==> src/bbs_pkg.sv <==
// Shared types and constants for the bucketed bitmap set.
package bbs_pkg;

    localparam int ELEM_W      = 16;
    localparam int BIT_W       = 6;
    localparam int WORD_BITS   = 64;
    localparam int WIDX_W      = ELEM_W - BIT_W;
    localparam int USED_W      = WIDX_W + 1;
    localparam int IDX_RANGE   = 1 << WIDX_W;
    localparam int BKT_W       = 10;
    localparam int CFG_W       = 4;
    localparam int MAX_BUCKET_BITS = 10;
    localparam int BUCKET_BITS_RESET = 10;

    typedef logic [WORD_BITS-1:0] word_t;

    typedef enum logic {
        CMD_INSERT = 1'b0,
        CMD_FIND   = 1'b1
    } command_t;

    typedef enum logic [1:0] {
        ST_CLEAR,
        ST_IDLE,
        ST_INS,
        ST_QRY
    } state_t;

endpackage

==> src/bbs_first_set.sv <==
// Finds the lowest set bit of a word at or above a start bit.
module bbs_first_set (
    input  bbs_pkg::word_t                 word,
    input  logic [bbs_pkg::BIT_W-1:0]      start_bit,
    output logic                           hit,
    output logic [bbs_pkg::BIT_W-1:0]      pos
);
    import bbs_pkg::*;

    word_t masked;

    assign masked = word & ({WORD_BITS{1'b1}} << start_bit);
    assign hit    = |masked;

    // Scan from the top down so that the lowest set bit wins.
    always_comb
    begin
        pos = '0;
        for (int i = WORD_BITS - 1; i >= 0; i--)
        begin
            if (masked[i])
            begin
                pos = BIT_W'(i);
            end
        end
    end

endmodule
==> config.mk <==
export PLATFORM = sky130hd
export DESIGN_NAME = bbs_first_set
export DESIGN_NICKNAME = d
export VERILOG_FILES = /design/src/bbs_pkg.sv /design/src/bbs_first_set.sv
export SDC_FILE = /design/constraint.sdc
export NUM_CORES = 1
export LEC_CHECK = 0
export BUFFER_PORTS_ARGS = -buffer_cell sky130_fd_sc_hd__buf_2
export CAP_MARGIN = 20
export CORE_MARGIN = 1
export CORE_UTILIZATION = 31
export DETAILED_ROUTE_END_ITERATION = 12
export SLEW_MARGIN = 40
export SYNTH_ARGS = -nofsm -noshare
export SYNTH_HDL_FRONTEND = slang
export SYNTH_SLANG_ARGS = --single-unit
==> constraint.sdc <==
create_clock -name vclk -period 3.6
set_input_delay 0.54 -clock vclk [all_inputs]
set_output_delay 0.54 -clock vclk [all_outputs]
set_load 0.01 [all_outputs]
==> flow_summary.html <==
<table>
<tr><th>Metric</th><th>Value</th></tr>
<tr><th colspan="2">Placement</th></tr>
<tr><td>Weighted congestion at the end of routability-driven global placement</td><td>1.02</td></tr>
<tr><td>Placed inst area</td><td>2650 um2</td></tr>
<tr><td>Half-perimeter wire length after detailed placement</td><td>7300 um</td></tr>
<tr><td>Quantity of I/O buffers inserted on ports</td><td>77</td></tr>
<tr><th colspan="2">Power and ir drop</th></tr>
<tr><td>Worst IR drop on VDD</td><td>0.0321 mV</td></tr>
<tr><td>Overall Power</td><td>0.000353 W</td></tr>
<tr><td>Switching part of the total</td><td>60.5%</td></tr>
<tr><td>Leakage</td><td>around 1.1 nW</td></tr>
<tr><td>Sequential group share of total power</td><td>0%</td></tr>
<tr><td>Logic pwr share</td><td>100.0%</td></tr>
<tr><td>Power dissipated by switching net loads</td><td>0.000214 W</td></tr>
<tr><td>Clock network power share</td><td>0%</td></tr>
<tr><td>Power Internal</td><td>0.000139 W</td></tr>
<tr><td>PD cells</td><td>133 nW/um2</td></tr>
<tr><th colspan="2">Die</th></tr>
<tr><td>Vertical die dimension</td><td>87.4 um</td></tr>
<tr><td>Core ar.</td><td>about 7000 um2</td></tr>
<tr><td>Initial cell density of the core</td><td>roughly a third</td></tr>
<tr><td>Horizontal die dimension</td><td>87.4 um</td></tr>
<tr><td>Die area</td><td>7640 um2</td></tr>
<tr><td>Row cnt</td><td>30</td></tr>
<tr><td>Ports placed on the boundary</td><td>77</td></tr>
<tr><th colspan="2">STA</th></tr>
<tr><td>Final max-slew violation count</td><td>0</td></tr>
<tr><td>Final Critical Period</td><td>3.33 ns</td></tr>
<tr><td># setup viols final</td><td>0</td></tr>
<tr><td>Unrepaired setup endpoints after global routing</td><td>false</td></tr>
<tr><td>Fin Setup TNS</td><td>0 ns</td></tr>
<tr><td>Share of the clock period used by the worst path after layout</td><td>92.6%</td></tr>
<tr><td>Fmax</td><td>300 MHz</td></tr>
<tr><td>Transition time of the tightest slew-check pin</td><td>0.592 ns</td></tr>
<tr><td>Number of hold violations in the final report</td><td>0</td></tr>
<tr><td>Worst slew margin</td><td>60.3%</td></tr>
<tr><th colspan="2">Logic synthesis</th></tr>
<tr><td>Mapped Nets</td><td>437</td></tr>
<tr><td>Per-instance average area after synthesis</td><td>6.16 um2</td></tr>
<tr><td>Number of warnings printed during yosys synthesis</td><td>0</td></tr>
<tr><td>Number of distinct library cells after synthesis</td><td>68</td></tr>
<tr><td>Synthesized instance count</td><td>367</td></tr>
<tr><td>Cell area after synthesis</td><td>2260 um2</td></tr>
<tr><td>Sequential share of the synthesized area</td><td>0%</td></tr>
<tr><th colspan="2">Global routing</th></tr>
<tr><td>GRT Resource Usage Total</td><td>23.5%</td></tr>
<tr><td>Pin count of the biggest net entering global routing</td><td>30</td></tr>
<tr><td>GRT Residual Overflow</td><td>0</td></tr>
<tr><td>Vias in the first global route</td><td>2963</td></tr>
<tr><td>Number of antenna violations at the first check in global routing</td><td>0</td></tr>
<tr><td>Wire length of the first global-routing pass</td><td>14600 um</td></tr>
<tr><th colspan="2">Setup path</th></tr>
<tr><td>Kind of critical path</td><td>in2out</td></tr>
<tr><td>Critical path capture point type</td><td>primary output</td></tr>
<tr><td>Critical Path Start Type</td><td>primary input</td></tr>
<tr><td>Worst endpoint required time</td><td>3.06 ns</td></tr>
<tr><td>Largest fanout on the critical path</td><td>27</td></tr>
<tr><td>Arrival time of the worst setup path</td><td>between 2 and 3 ns</td></tr>
<tr><th colspan="2">Routing</th></tr>
<tr><td>Vias per inst</td><td>6.26</td></tr>
<tr><td>ANT nets after route</td><td>0</td></tr>
<tr><td>Residual DRC</td><td>0</td></tr>
<tr><td>Final Routed Wirelength</td><td>approximately 9100 um</td></tr>
<tr><td>Routed wirelength normalized by instance count</td><td>17.4 um</td></tr>
<tr><td>Number of detailed-route iterations in the first pass</td><td>5</td></tr>
<tr><td>Detailed-route via count</td><td>between 3000 and 4000</td></tr>
<tr><td>Starting DRC count in detailed routing</td><td>278</td></tr>
<tr><th colspan="2">Cells and area</th></tr>
<tr><td>Most frequent cells in the layout</td><td>sky130_fd_sc_hd__buf_2, sky130_fd_sc_hd__nor2_1, sky130_fd_sc_hd__nand2_1, sky130_fd_sc_hd__a21oi_1, sky130_fd_sc_hd__o21ai_0</td></tr>
<tr><td>Fraction of final layout cells sized beyond drive strength 1</td><td>25.0%</td></tr>
<tr><td>Final antenna diode count</td><td>0</td></tr>
<tr><td>Area Overhead vs Synth</td><td>16.9%</td></tr>
<tr><td>Layout filler cell count</td><td>796</td></tr>
<tr><td>Final instance area</td><td>2650 um2</td></tr>
<tr><td>Sequential standard cell area</td><td>0 um2</td></tr>
<tr><td>Number of flip-flops and latches</td><td>0</td></tr>
<tr><td>Final-stage net count</td><td>500</td></tr>
<tr><td>Most frequent standard cell in the layout excluding fill and tap cells</td><td>sky130_fd_sc_hd__buf_2</td></tr>
<tr><td>Layout clock buffers</td><td>0</td></tr>
<tr><th colspan="2">Hold path</th></tr>
<tr><td>Type of the worst min-delay path</td><td>in2out</td></tr>
<tr><td>Hold depth</td><td>5</td></tr>
<tr><th colspan="2">Run</th></tr>
<tr><td>Number of max-cap violations</td><td>0</td></tr>
<tr><th colspan="2">Outcome</th></tr>
<tr><td>Result of the run</td><td>finished clean</td></tr>
<tr><th colspan="2">Clock tree</th></tr>
<tr><td>CTS-repair resized insts</td><td>0</td></tr>
<tr><td>CTS Hold Buffers Added</td><td>0</td></tr>
<tr><td>Count of buffers added by post-CTS timing repair for setup</td><td>0</td></tr>
</table>
worst max-delay path, cell delays in order:
cell,delay (ns)
sky130_fd_sc_hd__buf_2,0.42
sky130_fd_sc_hd__buf_4,0.30
sky130_fd_sc_hd__nor2_1,0.09
sky130_fd_sc_hd__nor2_1,0.14
sky130_fd_sc_hd__a221o_1,0.28
sky130_fd_sc_hd__o211ai_1,0.14
sky130_fd_sc_hd__or2_1,0.26
sky130_fd_sc_hd__o21bai_1,0.16
sky130_fd_sc_hd__a311oi_1,0.27
sky130_fd_sc_hd__buf_2,0.17
routing by layer:
metal  track usage [%]  vias to the layer above  part of all wire [%]
li1                  -                     1547                     -
met1              32.0                     1508                    43
met2              38.6                      203                    44
met3              1.71                       21                   8.8
met4              8.64                        0                   3.6
met5                 0                        -                     0
power groups by stage:
stage               clock, W  sequential, W  combinational [W]
floorplan                  0              0           0.000229
global placement           0              0           0.000340
detailed placement         0              0           0.000343
CTS                        0              0           0.000345
global route               0              0           0.000382
finish                     0              0           0.000353
area by class of cell:
cell class                 count  area (um2)  area share (%)
timing repair buffer          85         458            17.3
inverter                      10        37.5            1.42
multi-input combinational    333        2030            76.7
tap                           96         120            4.54
final timing paths:
kind	start	to	slack, ns
worst min-delay path	word[3]	pos[1]	1.62
worst max-delay path	start_bit[3]	pos[4]	0.27
cell usage after synthesis (3+ instances only):
cell type / instances / area, um2
sky130_fd_sc_hd__a211oi_1: 4 / 30.0
sky130_fd_sc_hd__a21o_1: 6 / 45.0
sky130_fd_sc_hd__a21oi_1: 35 / 175
sky130_fd_sc_hd__a221oi_1: 3 / 26.3
sky130_fd_sc_hd__a22oi_1: 7 / 52.6
sky130_fd_sc_hd__a311oi_1: 3 / 26.3
sky130_fd_sc_hd__a31oi_1: 6 / 37.5
sky130_fd_sc_hd__and3_1: 5 / 31.3
sky130_fd_sc_hd__buf_2: 3 / 15.0
sky130_fd_sc_hd__buf_4: 7 / 52.6
sky130_fd_sc_hd__buf_6: 10 / 113
sky130_fd_sc_hd__clkbuf_1: 4 / 15.0
sky130_fd_sc_hd__inv_1: 8 / 30.0
sky130_fd_sc_hd__nand2_1: 35 / 131
sky130_fd_sc_hd__nand2b_1: 9 / 56.3
sky130_fd_sc_hd__nand3_1: 17 / 85.1
sky130_fd_sc_hd__nand3b_1: 3 / 22.5
sky130_fd_sc_hd__nand4_1: 5 / 31.3
sky130_fd_sc_hd__nor2_1: 41 / 154
sky130_fd_sc_hd__nor2b_1: 9 / 56.3
sky130_fd_sc_hd__nor3_1: 12 / 60.1
sky130_fd_sc_hd__o2111ai_1: 3 / 26.3
sky130_fd_sc_hd__o211ai_1: 9 / 67.6
sky130_fd_sc_hd__o21a_1: 10 / 75.1
sky130_fd_sc_hd__o21ai_0: 23 / 115
sky130_fd_sc_hd__o21ai_1: 9 / 45.0
sky130_fd_sc_hd__o21bai_1: 4 / 30.0
sky130_fd_sc_hd__o221ai_1: 6 / 52.6
sky130_fd_sc_hd__o22ai_1: 4 / 25.0
sky130_fd_sc_hd__o31ai_1: 3 / 22.5
sky130_fd_sc_hd__or2_1: 5 / 31.3
sky130_fd_sc_hd__or2_2: 5 / 31.3
sky130_fd_sc_hd__or3_1: 5 / 31.3
logic make-up (layout without fill, tap and decap cells):
kind of cell / after synthesis / in the layout / share of synthesized area [%]
compound gates: 166 / 166 / 51.3
simple gates: 166 / 166 / 38.0
buf+inv: 34 / 95 / 10.3
mux: 1 / 1 / 0.442
per-stage QoR:
stage | utilization (%) | cells | hold WS [ns] | worst slack, ns
floorplan | - | 367 | 1.30 | 0.814
global placement | 38.3 | 524 | 1.60 | 0.382
detailed placement | 38.3 | 524 | 1.61 | 0.310
CTS | 38.3 | 524 | 1.61 | 0.306
global route | 38.3 | 524 | 1.63 | 0.142
finish | 38.3 | 524 | 1.62 | 0.268
Note: power is estimated with default switching activity, not from simulation.
